**src/rtl/vtsd_pkg.sv**
```systemverilog
// ----------------------------------------------------------------------------
// vtsd_pkg
// Types and constants of the VLC tree symbol decoder.
// ----------------------------------------------------------------------------
`default_nettype none

package vtsd_pkg;

    localparam int unsigned NODE_COUNT_DEF = 512;

    localparam int unsigned IDX_W   = 9;
    localparam int unsigned WORD_W  = 21;
    localparam int unsigned KIND_W  = 3;
    localparam int unsigned RUN_W   = 6;
    localparam int unsigned LEVEL_W = 12;
    localparam int unsigned MAG_W   = 8;

    // node word fields
    localparam int unsigned NW_LEAF    = 20;
    localparam int unsigned NW_ONE_VLD = 19;
    localparam int unsigned NW_ZER_VLD = 18;

    localparam logic [KIND_W-1:0] KIND_PLAIN   = 3'd0;
    localparam logic [KIND_W-1:0] KIND_EOB     = 3'd1;
    localparam logic [KIND_W-1:0] KIND_SIGNED  = 3'd2;
    localparam logic [KIND_W-1:0] KIND_ESCAPE  = 3'd3;
    localparam logic [KIND_W-1:0] KIND_DC      = 3'd4;

    localparam int unsigned ESC_RUN_BITS   = 6;
    localparam int unsigned ESC_LEVEL_BITS = 12;
    localparam int unsigned DC_MAX_SIZE    = 11;

    typedef struct packed {
        logic              wr_en;
        logic [IDX_W-1:0]  wr_idx;
        logic [WORD_W-1:0] wr_word;
        logic              rd_en;
        logic [IDX_W-1:0]  rd_idx;
    } t_mem_req;

    typedef struct packed {
        logic [KIND_W-1:0]         kind;
        logic [RUN_W-1:0]          run;
        logic signed [LEVEL_W-1:0] level;
        logic                      err;
    } t_result;

endpackage

`default_nettype wire

```
**src/rtl/vtsd_in_if.sv**
```systemverilog
// ----------------------------------------------------------------------------
// vtsd_in_if
// Request channel into the decoder: node writes and code bits.
// ----------------------------------------------------------------------------
`default_nettype none

interface vtsd_in_if;
    logic                         valid;
    logic                         ready;
    logic                         opcode;
    logic [vtsd_pkg::IDX_W-1:0]   node_index;
    logic [vtsd_pkg::WORD_W-1:0]  node_word;
    logic                         code_bit;
    logic                         first_coefficient;

    modport source (
        output valid, opcode, node_index, node_word, code_bit, first_coefficient,
        input  ready
    );
    modport sink (
        input  valid, opcode, node_index, node_word, code_bit, first_coefficient,
        output ready
    );
endinterface


`default_nettype wire

```
**src/rtl/vtsd_core.sv**
```systemverilog
// ----------------------------------------------------------------------------
// vtsd_core
// Tree walker and suffix-bit sequencer around the node store.
// ----------------------------------------------------------------------------
`default_nettype none

module vtsd_core #(
    parameter int unsigned NODE_COUNT = vtsd_pkg::NODE_COUNT_DEF
) (
    input  wire logic                        i_clk,
    input  wire logic                        i_rst_n,
    vtsd_in_if.sink                          i_in,
    input  wire logic                        i_q_full,
    input  wire logic [vtsd_pkg::WORD_W-1:0] i_rd_word,
    output vtsd_pkg::t_mem_req               o_mem_req,
    output logic                             o_res_push,
    output vtsd_pkg::t_result                o_res
);
    import vtsd_pkg::*;

    localparam logic [2:0] PH_WALK      = 3'd0;
    localparam logic [2:0] PH_SIGN      = 3'd1;
    localparam logic [2:0] PH_ESC_RUN   = 3'd2;
    localparam logic [2:0] PH_ESC_LEVEL = 3'd3;
    localparam logic [2:0] PH_DC        = 3'd4;

    // store read in flight
    localparam logic [1:0] MO_NONE   = 2'd0;
    localparam logic [1:0] MO_JUMP   = 2'd1;
    localparam logic [1:0] MO_ARRIVE = 2'd2;

    logic [2:0]         r_phase,    n_phase;
    logic [1:0]         r_mo,       n_mo;
    logic [IDX_W-1:0]   r_cur_node, n_cur_node;
    logic [WORD_W-1:0]  r_cur_word, n_cur_word;
    logic [WORD_W-1:0]  r_root_word, n_root_word;
    logic [IDX_W-1:0]   r_pend_idx, n_pend_idx;
    logic               r_rd_oob;
    logic [3:0]         r_bits_rem, n_bits_rem;
    logic [LEVEL_W-1:0] r_acc,      n_acc;
    logic [RUN_W-1:0]   r_held_run, n_held_run;
    logic [MAG_W-1:0]   r_held_mag, n_held_mag;

    logic               fire;
    logic               rd_en;
    logic [IDX_W-1:0]   rd_idx;
    logic               wr_en;
    logic [WORD_W-1:0]  rd_word;
    logic [LEVEL_W-1:0] acc_shift;
    logic [3:0]         rem_dec;
    logic [3:0]         dc_s;
    logic [LEVEL_W-1:0] dc_half;
    logic [LEVEL_W-1:0] dc_full;
    logic               do_res;
    t_result            res;

    function automatic logic in_range(input logic [IDX_W-1:0] idx);
        return 32'(idx) < NODE_COUNT;
    endfunction

    function automatic logic [3:0] dc_size(input logic [RUN_W-1:0] run);
        return (run > RUN_W'(DC_MAX_SIZE)) ? 4'(DC_MAX_SIZE) : run[3:0];
    endfunction

    assign i_in.ready = (r_mo == MO_NONE) && !i_q_full;
    assign fire       = i_in.valid && i_in.ready;

    // out-of-range entries read as an empty inner node
    assign rd_word   = r_rd_oob ? '0 : i_rd_word;
    assign acc_shift = {r_acc[LEVEL_W-2:0], i_in.code_bit};
    assign rem_dec   = (r_bits_rem != 4'd0) ? r_bits_rem - 4'd1 : 4'd0;
    assign dc_s      = dc_size(r_held_run);
    assign dc_half   = LEVEL_W'(1) << (dc_s - 4'd1);
    assign dc_full   = LEVEL_W'(1) << dc_s;

    assign wr_en = fire && !i_in.opcode && in_range(i_in.node_index);

    assign o_mem_req.wr_en   = wr_en;
    assign o_mem_req.wr_idx  = i_in.node_index;
    assign o_mem_req.wr_word = i_in.node_word;
    assign o_mem_req.rd_en   = rd_en;
    assign o_mem_req.rd_idx  = rd_idx;

    always_comb begin
        n_phase     = r_phase;
        n_mo        = r_mo;
        n_cur_node  = r_cur_node;
        n_cur_word  = r_cur_word;
        n_root_word = r_root_word;
        n_pend_idx  = r_pend_idx;
        n_bits_rem  = r_bits_rem;
        n_acc       = r_acc;
        n_held_run  = r_held_run;
        n_held_mag  = r_held_mag;
        rd_en       = 1'b0;
        rd_idx      = '0;
        do_res      = 1'b0;
        res         = '0;

        // node writes keep the cached current and root words coherent
        if (wr_en) begin
            if (i_in.node_index == r_cur_node) begin
                n_cur_word = i_in.node_word;
            end
            if (i_in.node_index == '0) begin
                n_root_word = i_in.node_word;
            end
        end

        case (r_mo)
            MO_JUMP: begin
                n_mo = MO_NONE;
                if (rd_word[NW_LEAF] || !rd_word[NW_ONE_VLD]) begin
                    do_res  = 1'b1;
                    res.err = 1'b1;
                end else begin
                    rd_en      = 1'b1;
                    rd_idx     = rd_word[2*IDX_W-1:IDX_W];
                    n_pend_idx = rd_word[2*IDX_W-1:IDX_W];
                    n_mo       = MO_ARRIVE;
                end
            end
            MO_ARRIVE: begin
                n_mo = MO_NONE;
                if (!rd_word[NW_LEAF]) begin
                    n_cur_node = r_pend_idx;
                    n_cur_word = rd_word;
                end else begin
                    n_held_run = rd_word[13:8];
                    n_held_mag = rd_word[7:0];
                    n_cur_node = '0;
                    n_cur_word = r_root_word;
                    n_acc      = '0;
                    case (rd_word[16:14])
                        KIND_SIGNED: begin
                            n_phase = PH_SIGN;
                        end
                        KIND_ESCAPE: begin
                            n_phase    = PH_ESC_RUN;
                            n_bits_rem = 4'(ESC_RUN_BITS);
                        end
                        KIND_DC: begin
                            if (rd_word[13:8] == '0) begin
                                do_res   = 1'b1;
                                res.kind = KIND_DC;
                            end else begin
                                n_phase    = PH_DC;
                                n_bits_rem = dc_size(rd_word[13:8]);
                            end
                        end
                        default: begin
                            // plain, end of block and unused kinds
                            do_res    = 1'b1;
                            res.kind  = rd_word[16:14];
                            res.run   = rd_word[13:8];
                            res.level = {4'd0, rd_word[7:0]};
                        end
                    endcase
                end
            end
            default: begin
                if (fire && i_in.opcode) begin
                    case (r_phase)
                        PH_SIGN: begin
                            do_res    = 1'b1;
                            res.kind  = KIND_SIGNED;
                            res.run   = r_held_run;
                            res.level = i_in.code_bit ? LEVEL_W'(0) - {4'd0, r_held_mag}
                                                      : {4'd0, r_held_mag};
                        end
                        PH_ESC_RUN, PH_ESC_LEVEL, PH_DC: begin
                            n_acc      = acc_shift;
                            n_bits_rem = rem_dec;
                            if (rem_dec == 4'd0) begin
                                if (r_phase == PH_ESC_RUN) begin
                                    n_held_run = acc_shift[RUN_W-1:0];
                                    n_phase    = PH_ESC_LEVEL;
                                    n_bits_rem = 4'(ESC_LEVEL_BITS);
                                    n_acc      = '0;
                                end else if (r_phase == PH_ESC_LEVEL) begin
                                    do_res    = 1'b1;
                                    res.kind  = KIND_ESCAPE;
                                    res.run   = r_held_run;
                                    res.level = acc_shift;
                                end else begin
                                    do_res    = 1'b1;
                                    res.kind  = KIND_DC;
                                    res.run   = r_held_run;
                                    // negative differential when the top bit is clear
                                    res.level = (acc_shift < dc_half)
                                              ? acc_shift + LEVEL_W'(1) - dc_full
                                              : acc_shift;
                                end
                            end
                        end
                        default: begin
                            n_phase = PH_WALK;
                            if (r_cur_word[NW_LEAF]) begin
                                do_res  = 1'b1;
                                res.err = 1'b1;
                            end else if (i_in.code_bit) begin
                                if (!r_cur_word[NW_ONE_VLD]) begin
                                    do_res  = 1'b1;
                                    res.err = 1'b1;
                                end else begin
                                    rd_en      = 1'b1;
                                    rd_idx     = r_cur_word[2*IDX_W-1:IDX_W];
                                    n_pend_idx = r_cur_word[2*IDX_W-1:IDX_W];
                                    // first coefficient: skip one level below the root
                                    n_mo = (i_in.first_coefficient && r_cur_node == '0)
                                         ? MO_JUMP : MO_ARRIVE;
                                end
                            end else begin
                                if (!r_cur_word[NW_ZER_VLD]) begin
                                    do_res  = 1'b1;
                                    res.err = 1'b1;
                                end else begin
                                    rd_en      = 1'b1;
                                    rd_idx     = r_cur_word[IDX_W-1:0];
                                    n_pend_idx = r_cur_word[IDX_W-1:0];
                                    n_mo       = MO_ARRIVE;
                                end
                            end
                        end
                    endcase
                end
            end
        endcase

        // any result puts the walk back at the root
        if (do_res) begin
            n_cur_node = '0;
            n_cur_word = r_root_word;
            n_phase    = PH_WALK;
            n_bits_rem = 4'd0;
            n_acc      = '0;
        end
    end

    assign o_res_push = do_res;
    assign o_res      = res;

    always_ff @(posedge i_clk) begin
        if (!i_rst_n) begin
            r_phase    <= PH_WALK;
            r_mo       <= MO_NONE;
            r_cur_node <= '0;
            r_rd_oob   <= 1'b0;
            r_bits_rem <= 4'd0;
            r_acc      <= '0;
            r_held_run <= '0;
            r_held_mag <= '0;
        end else begin
            r_phase    <= n_phase;
            r_mo       <= n_mo;
            r_cur_node <= n_cur_node;
            r_rd_oob   <= !in_range(rd_idx);
            r_bits_rem <= n_bits_rem;
            r_acc      <= n_acc;
            r_held_run <= n_held_run;
            r_held_mag <= n_held_mag;
        end
    end

    always_ff @(posedge i_clk) begin
        r_cur_word  <= n_cur_word;
        r_root_word <= n_root_word;
        r_pend_idx  <= n_pend_idx;
    end

endmodule

`default_nettype wire

```
**src/flat_wrapper.sv**
```systemverilog
// flat-port wrapper written by rule: the top's interface ports become plain ports
module vtsd_core_flat import vtsd_pkg::*;
#(
    parameter int unsigned NODE_COUNT = vtsd_pkg::NODE_COUNT_DEF
)
  (i_clk, i_rst_n, i_q_full, i_rd_word, o_mem_req, o_res_push, o_res, i_in_valid, i_in_opcode, i_in_node_index, i_in_node_word, i_in_code_bit, i_in_first_coefficient, i_in_ready);
  vtsd_in_if i_in_i ();
  input  wire logic i_clk;
  input  wire logic i_rst_n;
  input  wire logic i_q_full;
  input  wire logic [vtsd_pkg::WORD_W-1:0] i_rd_word;
  output vtsd_pkg::t_mem_req o_mem_req;
  output logic o_res_push;
  output vtsd_pkg::t_result o_res;
  input wire logic [$bits(i_in_i.valid)-1:0] i_in_valid;
  input wire logic [$bits(i_in_i.opcode)-1:0] i_in_opcode;
  input wire logic [$bits(i_in_i.node_index)-1:0] i_in_node_index;
  input wire logic [$bits(i_in_i.node_word)-1:0] i_in_node_word;
  input wire logic [$bits(i_in_i.code_bit)-1:0] i_in_code_bit;
  input wire logic [$bits(i_in_i.first_coefficient)-1:0] i_in_first_coefficient;
  output wire logic [$bits(i_in_i.ready)-1:0] i_in_ready;
  assign i_in_i.valid = i_in_valid;
  assign i_in_i.opcode = i_in_opcode;
  assign i_in_i.node_index = i_in_node_index;
  assign i_in_i.node_word = i_in_node_word;
  assign i_in_i.code_bit = i_in_code_bit;
  assign i_in_i.first_coefficient = i_in_first_coefficient;
  assign i_in_ready = i_in_i.ready;
  vtsd_core #(.NODE_COUNT(NODE_COUNT)) u_core (.i_clk(i_clk), .i_rst_n(i_rst_n), .i_in(i_in_i), .i_q_full(i_q_full), .i_rd_word(i_rd_word), .o_mem_req(o_mem_req), .o_res_push(o_res_push), .o_res(o_res));
endmodule
```
**config.mk**
```make
export PLATFORM = sky130hd
export DESIGN_NAME = vtsd_core_flat
export DESIGN_NICKNAME = d
export VERILOG_FILES = /design/src/rtl/vtsd_pkg.sv /design/src/rtl/vtsd_in_if.sv /design/src/rtl/vtsd_core.sv /design/src/flat_wrapper.sv
export SDC_FILE = /design/constraint.sdc
export NUM_CORES = 1
export LEC_CHECK = 0
export ABC_CLOCK_PERIOD_IN_PS = 4700
export BUFFER_PORTS_ARGS = -buffer_cell sky130_fd_sc_hd__buf_4
export CORE_MARGIN = 3
export CORE_UTILIZATION = 55
export DETAILED_ROUTE_END_ITERATION = 16
export GPL_ROUTABILITY_DRIVEN = 0
export HOLD_SLACK_MARGIN = 0.08
export PLACE_DENSITY = 0.79
export SETUP_SLACK_MARGIN = 0.5
export SYNTH_ARGS = -nofsm -noshare
export SYNTH_HDL_FRONTEND = slang
export SYNTH_SLANG_ARGS = --single-unit
```
**constraint.sdc**
```tcl
create_clock -name i_clk -period 4.7 [get_ports i_clk]
set_input_delay 0.47 -clock i_clk [delete_from_list [all_inputs] [get_ports i_clk]]
set_output_delay 0.47 -clock i_clk [all_outputs]
set_load 0.01 [all_outputs]
```
==> summary.md <==
| Metric | Value |
|---|---|
| Total of buffers placed on input and output ports | 122 |
| Number of CTS-inserted buffers | 9 |
| Die Footprint | approximately 13000 um2 |
| Post-route ant nets | 0 |
| Vias | 6189 |
| Class of the tightest hold or removal check | in -> reg |
| Kind of critical path | reg -> out |
| Standard cell core area | ~12000 um2 |
| Wire per inst | 19.19 um |
| Maximum buffer depth of the clock tree | 2 |
| GRT Residual Overflow | 0 |
| Antenna violations before repair | 0 |
| Share of Yosys cell area claimed by the top area cell type | a little under a quarter |
| Reg clk slew, reported paths | 0.07 ns |
| Standard-cell row count | 39 |
| Switching power summed over all nets | 584.2 uW |
| Post-synth EDFFs | 51 |
| Total Routed Length | between 15 and 20 mm |
| Slew HR | between 30 and 40% |
| Netlist area before placement | roughly 6600 um2 |
| First-pass iteration count of the detailed router | 7 |
| Boundary Pins | 123 |
| Total number of yosys warnings | 0 |
| Detailed-placement wirelength estimate | 13.88 mm |
| Power per unit of standard cell area | 269.3 nW/um2 |
| Clock period minus worst slack | 3.984 ns |
| Post-synthesis net count | 860 |
| Internal reg-to-reg setup slack | ~1.4 ns |
| Leading cell types by count after synthesis | sky130_fd_sc_hd__nand2_1, sky130_fd_sc_hd__a21oi_1, sky130_fd_sc_hd__edfxtp_1 |
| Worst reg-to-reg path cell count | 8 |
| Biggest area consumer among synthesized cells | sky130_fd_sc_hd__edfxtp_1 |
| RSZ-0062 raised after global routing | no |
| Peak supply drop | 231.9 uV |
| Cell Int Power | 1470 uW |
| Sink count of the clock tree | 94 |
| Clock insertion delay at the later pin of the skew report | 0.35 ns |
| Global-route wire length before repair | 28.76 mm |
| Area growth from synthesis to layout | 15.96% |
| Switching part of the total | about 28% |
| Portion of total power attributed to combinational logic | 17.8% |
| Initial DRC count | 659 |
| Period utilization | 84.77% |
| Required time worst endpoint | 4.23 ns |
| Leakage power total | 0.003060 uW |
| Endpoint, Worst Hold | u_core.r_root_word[1] |
| Distinct cells, synth | 67 |
| Clk root buf | sky130_fd_sc_hd__clkbuf_16 |
| Part of the Yosys area used for sequential elements | 36.37% |
| Die boundary height | 115.4 um |
| Starting density of the core | 56.88% |
| HP Start | i_in_node_word[1] |
| Post-route clock skew | 0.009155 ns |
| Transition time at the pin with the least slew margin | 0.9913 ns |
| Hold Crit Depth | 1 |
| Flip-flop and latch count after synthesis | 94 |
| Per-instance average area after synthesis | 8.598 um2 |
| Sequential cell fraction of total power | 45.3% |
| H-tree levels | 3 |
| Leading cell type by number of instances after synthesis | sky130_fd_sc_hd__nand2_1 |
| Portion of total power attributed to the clock network | 36.9% |
| Largest cells by area after synthesis | sky130_fd_sc_hd__edfxtp_1, sky130_fd_sc_hd__dfxtp_1, sky130_fd_sc_hd__ha_1 |
| DIE WIDTH | ~120 um |
| Fin. max-slew vios | 0 |
| Drt via density | 6.374 |
| Overall global routing resource usage | about 27% |
| Gate count after technology mapping | between 700 and 800 |
| Share of post-route cells with drive strength above 1 | 21.74% |
| Slack of the critical path | 0.7160 ns |
| Aggregate negative setup slack | 0 ns |
| Arrival time reported for the critical path endpoint | 3.51 ns |
| Diode insertion count for antenna repair | 0 |
| Nets | 918 |
| Clock tree from TritonCTS | yes |
| Largest net degree at the start of global routing | 35 |
| Async set-or-reset flop fraction in the synthesized netlist | 0% |
| Worst Path Max Fanout | 10 |
| Post-placement setup slack | 0.8365 ns |
| Final hold viol count | 0 |
| Post-CTS Hold Fix Bufs | 0 |
| Endpoint kind of the worst setup timing path | primary output |
| Maximum clock frequency | 0.2510 GHz |
| Vias in the first global route | 5627 |
| Max-cap violation count | 0 |
| Worst r2r src | u_core.r_mo[0] |
| Count of final setup violators | 0 |
| Startpoint types | flip-flop |
| Top flip-flop cell by instance count after synthesis | sky130_fd_sc_hd__edfxtp_1 |
| Capturing point of the worst reg2reg path | u_core.r_cur_word[14] |
| Status | finished, final reports clean |
| Total DRC errors in the routed layout | 0 |
## cells by family after synthesis
| logic type | synth area share (%) |
|---|---|
| other cells | 0.05701 |
| flops | 36.37 |
| compound gates | 20.73 |
| xor+xnor | 3.063 |
| simple gates | 21.61 |
| buf+inv | 7.818 |
| mux | 3.196 |
| fa+ha+maj | 7.152 |
## power by group through the flow
stage | combinational (uW) | sequential, uW | clock, uW
global route | 398 | 933 | 789
detailed placement | 357 | 947 | 0
CTS | 359 | 929 | 755
floorplan | 244 | 936 | 0
finish | 367 | 931 | 757
global placement | 347 | 945 | 0
## worst max-delay path by stage
stage / cells after the start / to / start
3_3_place_gp: 10 / o_res[2] / u_core.r_held_run[3]
4_1_cts: 10 / o_res[3] / u_core.r_held_run[1]
2_1_floorplan: 6 / u_core.r_root_word[0] / u_core.r_mo[0]
6_report: 10 / o_res[7] / u_core.r_held_run[1]
5_1_grt: 13 / o_res[11] / u_core.r_held_run[4]
3_5_place_dp: 10 / o_res[3] / u_core.r_held_run[3]
## area by class of cell
cell class              instances  area, um2
fillers                       930       3938
clock inverters                 7      81.33
clock buffers                   9      225.2
multi-input cells             574       3716
flip-flops and latches         94       2394
well taps                     143      178.9
repair buffers                131      983.4
inverters                      13      48.80
## registers in the layout (all words and copies together) (netlist names)
signal / count
u_core.r_mo: 2
u_core.r_held_mag: 8
u_core.r_held_run: 6
u_core.r_bits_rem: 4
u_core.r_phase: 3
u_core.r_cur_node: 9
u_core.r_pend_idx: 9
u_core.r_root_word: 21
u_core.r_acc: 11
u_core.r_cur_word: 21
## per-layer routing
layer | global-route usage [%] | wire length, um
met5 | 0 | 0
met4 | 8.764 | 554
met3 | 6.053 | 1850
met2 | 43.40 | 8497
met1 | 37.46 | 7730
## stage by stage
stage | utilization (%) | total power (uW) | cells | hold WS, ns | area [um2]
after floorplan | - | 1180 | 765 | 0.4519 | 6578
after global placement | 62.98 | 1292 | 955 | 0.4613 | 7283
after detailed placement | 62.98 | 1304 | 955 | 0.4678 | 7283
after CTS | 65.68 | 2043 | 971 | 0.3085 | 7596
after global routing | 65.95 | 2120 | 971 | 0.2961 | 7627
final | 65.95 | 2054 | 971 | 0.3135 | 7627
## worst max-delay path, stage by stage (launching register included)
cell                       delay [ns]
sky130_fd_sc_hd__dfxtp_1         0.58
sky130_fd_sc_hd__nor2b_2         0.39
sky130_fd_sc_hd__nand2_1         0.10
sky130_fd_sc_hd__ha_1            0.32
sky130_fd_sc_hd__nand4_1         0.13
sky130_fd_sc_hd__or4_1           0.59
sky130_fd_sc_hd__o21ai_4         0.30
sky130_fd_sc_hd__buf_4           0.25
sky130_fd_sc_hd__mux2i_1         0.22
sky130_fd_sc_hd__o221ai_1        0.13
sky130_fd_sc_hd__buf_4           0.17
## repair_timing
item / 4_1_cts / 5_1_grt
pin swaps: 0 / 0
buffers inserted: 0 / 0
resized for setup: 1 / 6
gates cloned: 0 / 0
setup endpoints to repair: 7 / 10
## layout by cell type (no fill, tap or decap), types with 10 or more instances in the layout
master / instances
sky130_fd_sc_hd__a21oi_1: 55
sky130_fd_sc_hd__a21oi_2: 10
sky130_fd_sc_hd__a32oi_1: 11
sky130_fd_sc_hd__buf_4: 131
sky130_fd_sc_hd__dfxtp_1: 42
sky130_fd_sc_hd__edfxtp_1: 51
sky130_fd_sc_hd__ha_1: 35
sky130_fd_sc_hd__inv_1: 12
sky130_fd_sc_hd__mux2i_1: 21
sky130_fd_sc_hd__nand2_1: 110
sky130_fd_sc_hd__nand3_1: 35
sky130_fd_sc_hd__nand3b_1: 15
sky130_fd_sc_hd__nor2_1: 38
sky130_fd_sc_hd__nor2_2: 10
sky130_fd_sc_hd__nor2b_1: 21
sky130_fd_sc_hd__nor3_1: 12
sky130_fd_sc_hd__o21ai_0: 33
sky130_fd_sc_hd__o22ai_1: 18
sky130_fd_sc_hd__xor2_1: 16
Power figures use the tool's default switching activity.
