--- src/rtl/vtsd_pkg.sv ---
// ----------------------------------------------------------------------------
// vtsd_pkg
// Types and constants of the VLC tree symbol decoder.
// ----------------------------------------------------------------------------
`default_nettype none

package vtsd_pkg;

    localparam int unsigned NODE_COUNT_DEF = 512;

    localparam int unsigned IDX_W   = 9;
    localparam int unsigned WORD_W  = 21;
    localparam int unsigned KIND_W  = 3;
    localparam int unsigned RUN_W   = 6;
    localparam int unsigned LEVEL_W = 12;
    localparam int unsigned MAG_W   = 8;

    // node word fields
    localparam int unsigned NW_LEAF    = 20;
    localparam int unsigned NW_ONE_VLD = 19;
    localparam int unsigned NW_ZER_VLD = 18;

    localparam logic [KIND_W-1:0] KIND_PLAIN   = 3'd0;
    localparam logic [KIND_W-1:0] KIND_EOB     = 3'd1;
    localparam logic [KIND_W-1:0] KIND_SIGNED  = 3'd2;
    localparam logic [KIND_W-1:0] KIND_ESCAPE  = 3'd3;
    localparam logic [KIND_W-1:0] KIND_DC      = 3'd4;

    localparam int unsigned ESC_RUN_BITS   = 6;
    localparam int unsigned ESC_LEVEL_BITS = 12;
    localparam int unsigned DC_MAX_SIZE    = 11;

    typedef struct packed {
        logic              wr_en;
        logic [IDX_W-1:0]  wr_idx;
        logic [WORD_W-1:0] wr_word;
        logic              rd_en;
        logic [IDX_W-1:0]  rd_idx;
    } t_mem_req;

    typedef struct packed {
        logic [KIND_W-1:0]         kind;
        logic [RUN_W-1:0]          run;
        logic signed [LEVEL_W-1:0] level;
        logic                      err;
    } t_result;

endpackage

`default_nettype wire

--- src/rtl/vtsd_in_if.sv ---
// ----------------------------------------------------------------------------
// vtsd_in_if
// Request channel into the decoder: node writes and code bits.
// ----------------------------------------------------------------------------
`default_nettype none


interface vtsd_out_if;
    logic                                valid;
    logic                                ready;
    logic [vtsd_pkg::KIND_W-1:0]         symbol_kind;
    logic [vtsd_pkg::RUN_W-1:0]          run_length;
    logic signed [vtsd_pkg::LEVEL_W-1:0] level_value;
    logic                                code_error;

    modport source (
        output valid, symbol_kind, run_length, level_value, code_error,
        input  ready
    );
    modport sink (
        input  valid, symbol_kind, run_length, level_value, code_error,
        output ready
    );
endinterface

`default_nettype wire

--- src/rtl/vtsd_out_queue.sv ---
// ----------------------------------------------------------------------------
// vtsd_out_queue
// Two-entry result queue; keeps the core running while a result waits.
// ----------------------------------------------------------------------------
`default_nettype none

module vtsd_out_queue (
    input  wire logic              i_clk,
    input  wire logic              i_rst_n,
    input  wire logic              i_push,
    input  wire vtsd_pkg::t_result i_data,
    output logic                   o_full,
    vtsd_out_if.source             o_out
);
    import vtsd_pkg::*;

    t_result    r_mem [2];
    logic       r_wptr;
    logic       r_rptr;
    logic [1:0] r_count;
    logic [1:0] n_count;
    logic       pop;

    assign pop    = o_out.valid && o_out.ready;
    assign o_full = (r_count == 2'd2);

    assign o_out.valid       = (r_count != 2'd0);
    assign o_out.symbol_kind = r_mem[r_rptr].kind;
    assign o_out.run_length  = r_mem[r_rptr].run;
    assign o_out.level_value = r_mem[r_rptr].level;
    assign o_out.code_error  = r_mem[r_rptr].err;

    always_comb begin
        n_count = r_count;
        if (i_push && !pop) begin
            n_count = r_count + 2'd1;
        end else if (!i_push && pop) begin
            n_count = r_count - 2'd1;
        end
    end

    always_ff @(posedge i_clk) begin
        if (!i_rst_n) begin
            r_wptr  <= 1'b0;
            r_rptr  <= 1'b0;
            r_count <= 2'd0;
        end else begin
            r_count <= n_count;
            if (i_push) begin
                r_wptr <= ~r_wptr;
            end
            if (pop) begin
                r_rptr <= ~r_rptr;
            end
        end
    end

    always_ff @(posedge i_clk) begin
        if (i_push) begin
            r_mem[r_wptr] <= i_data;
        end
    end

endmodule

`default_nettype wire

--- src/flat_wrapper.sv ---
// flat-port wrapper written by rule: the top's interface ports become plain ports
module vtsd_out_queue_flat import vtsd_pkg::*;
  (i_clk, i_rst_n, i_push, i_data, o_full, o_out_valid, o_out_symbol_kind, o_out_run_length, o_out_level_value, o_out_code_error, o_out_ready);
  vtsd_out_if o_out_i ();
  input  wire logic i_clk;
  input  wire logic i_rst_n;
  input  wire logic i_push;
  input  wire vtsd_pkg::t_result i_data;
  output logic o_full;
  output wire logic [$bits(o_out_i.valid)-1:0] o_out_valid;
  output wire logic [$bits(o_out_i.symbol_kind)-1:0] o_out_symbol_kind;
  output wire logic [$bits(o_out_i.run_length)-1:0] o_out_run_length;
  output wire logic [$bits(o_out_i.level_value)-1:0] o_out_level_value;
  output wire logic [$bits(o_out_i.code_error)-1:0] o_out_code_error;
  input wire logic [$bits(o_out_i.ready)-1:0] o_out_ready;
  assign o_out_valid = o_out_i.valid;
  assign o_out_symbol_kind = o_out_i.symbol_kind;
  assign o_out_run_length = o_out_i.run_length;
  assign o_out_level_value = o_out_i.level_value;
  assign o_out_code_error = o_out_i.code_error;
  assign o_out_i.ready = o_out_ready;
  vtsd_out_queue u_core (.i_clk(i_clk), .i_rst_n(i_rst_n), .i_push(i_push), .i_data(i_data), .o_full(o_full), .o_out(o_out_i));
endmodule
--- config.mk ---
export PLATFORM = sky130hd
export DESIGN_NAME = vtsd_out_queue_flat
export DESIGN_NICKNAME = d
export VERILOG_FILES = /design/src/rtl/vtsd_pkg.sv /design/src/rtl/vtsd_in_if.sv /design/src/rtl/vtsd_out_queue.sv /design/src/flat_wrapper.sv
export SDC_FILE = /design/constraint.sdc
export NUM_CORES = 1
export LEC_CHECK = 0
export ABC_AREA = 1
export BUFFER_PORTS_ARGS = -buffer_cell sky130_fd_sc_hd__buf_2
export CAP_MARGIN = 15
export CELL_PAD_IN_SITES_DETAIL_PLACEMENT = 0
export CELL_PAD_IN_SITES_GLOBAL_PLACEMENT = 1
export CORE_MARGIN = 3
export CORE_UTILIZATION = 39
export CTS_BUF_LIST = sky130_fd_sc_hd__clkbuf_16
export CTS_CLUSTER_DIAMETER = 30
export DETAILED_ROUTE_END_ITERATION = 8
export PLACE_DENSITY = 0.85
export SYNTH_ARGS = -nofsm -noshare
export SYNTH_HDL_FRONTEND = slang
export SYNTH_SLANG_ARGS = --single-unit
--- constraint.sdc ---
create_clock -name i_clk -period 5.05 [get_ports i_clk]
set_input_delay 0.7575 -clock i_clk [delete_from_list [all_inputs] [get_ports i_clk]]
set_output_delay 0.7575 -clock i_clk [all_outputs]
set_load 0.02 [all_outputs]
==> results.cfg, run 1 <==
[place]
gp_congestion = 0.679
port_buffers = 49
hpwl_mm = 2.13
place_inst = 203
place_ws_ns = 2.71

[sta]
fin_skew_ns = 0.00290
final_max_slew_viol_count = 0
period_share = 0.512
fin_hold_ws_ns = 0.506
period_minus_slack_ns = 2.59
relSlewSlack = 0.362
hold_viol_final = 0
max_freq_mhz = 387
fin_tns_setup_ns = 0
rsz0062_at_grt = no
setup_ws_ns = 2.46
finalSetupViolCount = 0
worst_pin_slew_ns = 0.955

[clocking]
cts_root_buffer = clkbuf_16
clock_latency_ns = 0.28
clkSinkCount = 49
cts_max_path_buffers = 2
htreeDepth = 2
post_cts_buffers = 0
ctsResizeCount = 0
ctsHoldBuffers = 0
clkTransAtPathRegs_ns = 0.06
cts_tree = built
numCtsBuffers = 5

[worst_hold_path]
hp-class = flop to flop
min-delay-start = u_core.r_rptr
whs_path_depth = 2
holdPathEnd = u_core.r_rptr

[worst_setup_path]
start_kind = flop
worst-setup-path-type = flop to primary output
r2r-start = u_core.r_wptr
cp.arrival_ns = 1.83
reg2regPathDepth = 2
r2r_slack_ns = 3.60
r2r-end = u_core.r_mem[1][21]
end_kind = primary output
worstPathRequired_ns = 4.29
path_max_fanout = 22

[yosys]
ys_warn_count = 0
syn-instance-count = 104
synthMuxAreaShare = 0.136
avgSynthCellArea_um2 = 17.6
synth_top_area_frac = 0.723
ys_types = 13
synth_seq_area_share = 0.778
yosys.area_share.xor_xnor = 0
synthesis.nets = 131
yosys.area_share.simple = 0.0411
ys_ff_latch = 49
synth_compound_area_frac = 0.00959
synth.cell_area_um2 = 1830
synth.area.top_cells = edfxtp_1, mux2_2, dfxtp_1
synth_area_leader_cell = edfxtp_1
synth_top_family_by_area = multiplexers
synthAdderAreaFrac = 0.00685

[global_route]
grt_pass1_wl_mm = 4.58
antenna_found_initial = 0
first_global_vias = 976
grt_usage = 0.116
grt_max_degree = 23
overflow = 0

[layout]
num-fill-cells = 398
final_util = 0.512
n_antenna_cell = 0
drive_gt1_frac = 0.500
layout_common_cells = buf_2, edfxtp_1, mux2_2, nand2_1, inv_1
mostFrequentLayoutCell = buf_2
fin_nets = 186
syn2layout_area_growth_pct = 24.5
final_cell_count_no_fill = 212

[floorplan]
core_um2 = 4440
io_pins = 50
die_x_um = 74.4
dieArea_um2 = 5540
num_rows = 24
die_h_um = 74.4
floorplan.initialDensity = 0.411

[detailed_routing]
antenna_left = 0
routed_via_density = 4.76
dr.pass1.iters = 4
wire_per_inst_um = 14.8
drc = 0
drt_wl_total_mm = 3.13
via_count = 1009
drt-initial-drc-count = 52

[job]
drv_cap = 0

[outcome]
status = finished, final reports clean

[power_and_ir_drop]
p_per_area_nw_per_um2 = 414
p_leak_nw = 0.902
vdd.ir_drop.worst_v = 0.000152
[power by group]
part	internal (mW)	switching, mW	leakage, nW	total (mW)
logic	0.0598	0.0790	0.376	0.139
clock network	0.181	0.134	0.0712	0.316
registers	0.470	0.0176	0.454	0.487
[sequential cells by signal (all words and copies together), names as in the netlist, named ones only]
signal          flops
u_core.r_mem       44
u_core.r_count      2
u_core.r_wptr       1
u_core.r_rptr       1
[critical path: stages (launching register included)]
cell	delay [ns]
dfxtp_1	0.94
mux2_2	0.43
buf_2	0.16
[cell type report]
cell class                      count  area, um2  area share
Sequential cell                    49       1420       0.625
Multi-Input combinational cell     45        355       0.156
Timing Repair Buffer               50        260       0.114
Clock buffer                        5        125      0.0550
Tap cell                           52       65.1      0.0286
Inverter                            8       30.0      0.0132
Clock inverter                      3       17.5     0.00770
[routing by layer]
layer	up-vias	track usage	wire, um
met3	4	0.0378	180
met5	-	0	0
li1	489	-	-
met4	0	0.0652	51
met2	31	0.199	1620
met1	485	0.127	1280
[cells by family (layout without fill, tap and decap cells)]
kind of cell    Yosys count  after routing
compound gates            3              3
fa+ha+maj                 1              1
buf+inv                  10             66
flops                    49             49
mux                      22             22
simple gates             19             19
[how the worst max path moves through the flow]
stage                       from                   end  slack [ns]
after CTS                   flop   o_out_run_length[4]        2.39
after global routing        flop   o_out_run_length[4]        2.33
after detailed placement    flop   o_out_run_length[4]        2.71
final                       flop  o_out_symbol_kind[2]        2.46
after global placement      flop  o_out_symbol_kind[2]        2.76
after floorplan           i_push    u_core.r_mem[0][0]        2.92
[metrics by stage]
step,cell area (um2),power (mW)
floorplan,1830,0.588
global placement,2120,0.628
detailed placement,2120,0.635
CTS,2260,0.952
global route,2270,0.982
finish,2270,0.942
[Yosys cell counts (all sizes together)]
cell and instances:
inv 8, a21oi 1, nand4 1, mux2 22, dfxtp 5, buf 2
ha 1, nand2 9, o21a 1, nand3 1, nor2 8, o21ai 1
edfxtp 44
Power figures use the tool's default switching activity.
==> inputs of run 2 (changes only) <==
Settings changed: CORE_UTILIZATION 39 to 38, PLACE_DENSITY 0.85 to 0.86.
Clock period 5.05 ns to 2.2 ns, I/O delays scaled along.
==> results.cfg, run 2 (synthesis results as in run 1) <==
[layout]
drive_gt1_frac = 0.512
regMostFlops = u_core.r_mem
num-fill-cells = 388
n_antenna_cell = 0
layout_common_cells = buf_2, edfxtp_1, mux2_2, nand2_1, inv_1
syn2layout_area_growth_pct = 27.5
fin_nets = 188
final_util = 0.517
mostFrequentLayoutCell = buf_2
reg_top3 = u_core.r_mem: 44 flops, u_core.r_count: 2 flops
largest_reg_flops = 44

[worst_setup_path]
r2r_slack_ns = 0.84
worst-setup-path-type = flop to primary output
path_max_fanout = 22
reg2regPathDepth = 7
crit_family = buffers and inverters
worstPathRequired_ns = 1.87
cp.depth = 3
end_kind = primary output
cpMaxStageDelayCell = mux2_2
critical_path_buf_inv_count = 2
cp_slowest_stage_delay_ns = 0.37
cp.arrival_ns = 1.39
start_kind = flop
r2r-start = u_core.r_count[0]
cp_cell_sequence = buf_4 > mux2_2 > buf_2
r2r-end = u_core.r_count[1]

[detailed_routing]
drc = 0
wire_per_inst_um = 14.3
routed_via_density = 4.74
dr.pass1.iters = 3
drt-initial-drc-count = 46
drt_wl_total_mm = 3.06
via_count = 1014
antenna_left = 0

[clocking]
cts_tree = built
numCtsBuffers = 5
ctsResizeCount = 0
cts_root_buffer = clkbuf_16
clock_latency_ns = 0.28
post_cts_buffers = 0
cts_max_path_buffers = 2
clkTransAtPathRegs_ns = 0.06
clkSinkCount = 49
ctsHoldBuffers = 0
htreeDepth = 2

[sta]
period_minus_slack_ns = 1.72
setup_ws_ns = 0.477
rsz0062_at_grt = no
hold_viol_final = 0
worst_pin_slew_ns = 0.296
period_share = 0.783
final_max_slew_viol_count = 0
fin_hold_ws_ns = 0.239
relSlewSlack = 0.803
fin_skew_ns = 0.00287
max_freq_mhz = 580
finalSetupViolCount = 0
fin_tns_setup_ns = 0

[global_route]
first_global_vias = 1074
grtUsageMet3 = 0.0330
grt_pass1_wl_mm = 4.61
grt_usage = 0.112
grt_max_degree = 23
overflow = 0
grt_busiest_layer = met2
gr-usage-met2 = 0.225
grtUsageMet1 = 0.104
antenna_found_initial = 0

[power_and_ir_drop]
vdd.ir_drop.worst_v = 0.000583
p_leak_nw = 0.932
p_per_area_nw_per_um2 = 1020

[worst_hold_path]
hp-class = input port to flop
whs_path_depth = 1
holdPathEnd = u_core.r_mem[0][19]
min-delay-start = i_data[19]

[floorplan]
floorplan.initialDensity = 0.406
die_x_um = 75.3
dieArea_um2 = 5680
core_um2 = 4500
die_h_um = 75.3
num_rows = 24
io_pins = 50

[place]
port_buffers = 49
hpwl_mm = 2.30
gp_congestion = 0.686
place_ws_ns = 0.756

[job]
drv_cap = 0

[outcome]
status = finished, final reports clean
-- run 2: cell types whose count changed in the layout (fill, tap and decap cells not counted) --
cell and delta:
bufinv_16 +2, buf_8 -1, clkinv_1 -1, buf_4 +3, clkinv_4 -1
-- run 2: worst reg2reg max path, delay by kind of cell (launching register included) --
| kind | cells | cell delay [ns] |
|---|---|---|
| DFF | 1 | 0.37 |
| and+or+nand+nor | 3 | 0.25 |
| buffers and inverters | 2 | 0.15 |
| AOI/OAI and AO/OA | 1 | 0.17 |
| adders and majority gates | 1 | 0.31 |
-- run 2: final cells by class --
| class | instances | area, um2 | share of cell area |
|---|---|---|---|
| well taps | 52 | 65.1 | 0.0279 |
| clock buffers | 5 | 125 | 0.0537 |
| multi-input cells | 45 | 355 | 0.153 |
| clock inverters | 3 | 65.1 | 0.0279 |
| inverters | 8 | 30.0 | 0.0129 |
| flip-flops and latches | 49 | 1420 | 0.610 |
| repair buffers | 52 | 268 | 0.115 |
-- run 2: worst max path at each step --
| stage | end | startpoint |
|---|---|---|
| final | o_out_symbol_kind[0] | flop |
| after global routing | o_out_level_value[5] | flop |
| after CTS | o_out_level_value[9] | flop |
| after detailed placement | o_out_level_value[9] | flop |
| after global placement | o_out_code_error | flop |
| after floorplan | u_core.r_mem[0][0] | i_push |
-- run 2: layer usage --
| layer | wire length, um | up-vias | part of all wire |
|---|---|---|---|
| li1 | - | 491 | - |
| met1 | 1090 | 488 | 0.35 |
| met2 | 1760 | 31 | 0.57 |
| met3 | 183 | 4 | 0.060 |
| met4 | 38 | 0 | 0.012 |
| met5 | 0 | - | 0 |
-- run 2: per-stage QoR --
| stage | total power, mW | instance area (um2) | std cells |
|---|---|---|---|
| after floorplan | 1.35 | 1830 | 104 |
| after global placement | 1.44 | 2140 | 206 |
| after detailed placement | 1.47 | 2140 | 206 |
| after CTS | 2.41 | 2330 | 214 |
| after global routing | 2.48 | 2330 | 214 |
| final | 2.38 | 2330 | 214 |
-- run 2: where the power goes --
group	total (mW)	switching, mW	internal, mW
Clock	0.938	0.290	0.648
Sequential	1.10	0.0190	1.08
Combinational	0.342	0.203	0.139
Total	2.38	0.512	1.86
==> inputs of run 3 (changes only) <==
Settings changed: ABC_AREA 1 to 0.
Clock period 2.2 ns to 1.5 ns, I/O delays scaled along.
==> results.cfg, run 3 <==
[floorplan]
die_h_um = 74.8
die_x_um = 74.8
floorplan.initialDensity = 0.402
num_rows = 24
dieArea_um2 = 5600
io_pins = 50
core_um2 = 4470

[layout]
final_cell_count_no_fill = 203
mostFrequentLayoutCell = edfxtp_1
regArea_um2 = 1430
drive_gt1_frac = 0.589
num-fill-cells = 330
reg_top3 = u_core.r_mem: 44 flops, u_core.r_count: 2 flops
regMostFlops = u_core.r_mem
fin_nets = 177
syn2layout_area_growth_pct = 44.4
largest_reg_flops = 44
layout_common_cells = edfxtp_1, buf_2, mux2_4, buf_6, clkbuf_16
multiInputGateArea_um2 = 453
n_antenna_cell = 0

[yosys]
yosysMostFrequentCell = edfxtp_1
ys.flop_type = edfxtp_1
synth-edff-count = 44
ys_types = 15
synth_top_area_frac = 0.734
avgSynthCellArea_um2 = 20.0
synth_seq_area_share = 0.790
syn-instance-count = 90
synth_area_leader_cell = edfxtp_1
synthesis.nets = 117
synth.area.top_cells = edfxtp_1, mux2_2, dfxtp_1
synth.cell_area_um2 = 1800
ys_ff_latch = 49
yosys-top-cells-count = edfxtp_1, mux2_2, dfxtp_1, and2_1, nor2b_1
ys_warn_count = 0
synth-async-reset-ratio = 0

[clocking]
clkTransAtPathRegs_ns = 0.07
cts_root_buffer = clkbuf_16
clock_latency_ns = 0.29
cts_tree = built
numCtsBuffers = 5
cts_max_path_buffers = 2
clkSinkCount = 49
ctsHoldBuffers = 0
htreeDepth = 2

[worst_setup_path]
cp.arrival_ns = 1.30
cp_slowest_stage_delay_ns = 0.41
cp_cell_sequence = clkbuf_16 > mux2_4 > buf_6
worstPathRequired_ns = 1.27
r2r-start = u_core.r_count[1]
r2r-end = u_core.r_count[1]
start_kind = flop
worst-setup-path-type = flop to primary output
cp.depth = 3
crit_family = flip-flops
reg2regPathDepth = 4
cpMaxStageDelayCell = dfxtp_4
critical_path_buf_inv_count = 2
r2r_slack_ns = 0.08
crit_end = o_out_level_value[4]
path_max_fanout = 6
end_kind = primary output

[detailed_routing]
wl_met1_mm = 1.31
route.met3.wl_um = 194
antenna_left = 0
wire_per_inst_um = 17.0
highest_layer = met4
via_count = 1008
drc = 0
met2WireLength_mm = 1.90
drt-initial-drc-count = 69
routed_via_density = 4.97
drt_wl_total_mm = 3.46
dr.pass1.iters = 5

[power_and_ir_drop]
p_sw_mw = 1.23
pwr-share-comb = 0.360
p_clk_frac = 0.248
p_leak_nw = 1.03
finalPower_mw = 4.37
seqPwrFrac = 0.392
power.internal_mw = 3.14
vdd.ir_drop.worst_v = 0.000932
swShare = 0.281
p_per_area_nw_per_um2 = 1680

[global_route]
grt_max_degree = 23
antenna_found_initial = 0
grt_usage = 0.110
overflow = 0
first_global_vias = 932
grt_pass1_wl_mm = 4.43

[place]
hpwl_mm = 2.08
port_buffers = 49
place_inst = 192
gp_congestion = 0.696

[outcome]
failed_checks = setup timing
status = finished with violations

[sta]
rsz0062_at_grt = yes
final_max_slew_viol_count = 0
fin_skew_ns = 0.00699
period_share = 1.02
fin_tns_setup_ns = -0.256
hold_viol_final = 0
period_minus_slack_ns = 1.53
max_freq_mhz = 654
finalSetupViolCount = 14
relSlewSlack = 0.864
worst_pin_slew_ns = 0.203
setup_ws_ns = -0.0289

[worst_hold_path]
hp-class = input port to flop

[job]
drv_cap = 0
## run 3: cell types whose count changed in the layout (fill, tap and decap cells not counted), sizes merged, moves of 2 or more
cell | before | now
nand2 | 9 | 0
nor2 | 8 | 0
inv | 8 | 1
and2 | 0 | 4
nor2b | 0 | 3
bufinv | 2 | 0
clkbuf | 5 | 7
xnor2 | 0 | 2
## run 3: worst min path at each step
| stage | startpoint | end | slack [ns] | cells after the start |
|---|---|---|---|---|
| after floorplan | i_data[0] | u_core.r_mem[0][0] | 0.32 | 0 |
| after detailed placement | i_data[8] | u_core.r_mem[1][8] | 0.42 | 1 |
| final | i_data[4] | u_core.r_mem[0][4] | 0.13 | 1 |
| after global routing | i_data[9] | u_core.r_mem[0][9] | 0.12 | 1 |
| after CTS | i_data[17] | u_core.r_mem[0][17] | 0.12 | 1 |
| after global placement | i_data[9] | u_core.r_mem[0][9] | 0.41 | 1 |
## run 3: logic make-up (layout without fill, tap and decap cells)
family | Yosys count | count (layout) | synth area share
multiplexers | 22 | 22 | 0.138
XOR/XNOR | 3 | 3 | 0.0146
AO/OA/AOI/OAI | 4 | 4 | 0.0139
flip-flops | 49 | 49 | 0.790
buffers and inverters | 2 | 63 | 0.00556
AND/OR/NAND/NOR | 9 | 9 | 0.0313
adder cells (fa/ha/maj) | 1 | 1 | 0.00695
## run 3: per-layer routing
metal	vias to the layer above	GRT usage
met4	0	0.0534
met1	492	0.113
met3	9	0.0401
met5	-	0
met2	40	0.197
li1	467	-
## run 3: cell type report
type,count,area share
Sequential cell,49,0.549
Multi-Input combinational cell,39,0.174
Clock inverter,3,0.00818
Tap cell,52,0.0250
Timing Repair Buffer,55,0.195
Clock buffer,5,0.0481
## run 3: what timing repair did
item                                    in CTS  in global routing
setup buffers                                0                  0
endpoints found under the setup margin      22                 23
hold endpoints to repair                     0                  0
gates cloned                                 0                  3
gates resized for setup                      3                 67
## run 3: power groups by stage
| stage | registers (mW) | logic, mW | clock network [mW] |
|---|---|---|---|
| 2_1_floorplan | 1.69 | 0.729 | 0 |
| 3_3_place_gp | 1.69 | 1.03 | 0 |
| 3_5_place_dp | 1.70 | 1.07 | 0 |
| 4_1_cts | 1.68 | 1.08 | 1.11 |
| 5_1_grt | 1.73 | 1.65 | 1.17 |
| 6_report | 1.71 | 1.57 | 1.08 |
## run 3: metrics by stage
stage	hold slack [ns]	utilization	worst slack, ns	cell area (um2)
5_1_grt	0.118	0.581	-0.0626	2600
4_1_cts	0.122	0.518	-0.0490	2320
6_report	0.127	0.581	-0.0289	2600
3_3_place_gp	0.414	0.483	0.153	2160
3_5_place_dp	0.418	0.483	0.0544	2160
2_1_floorplan	0.324	-	0.174	1800
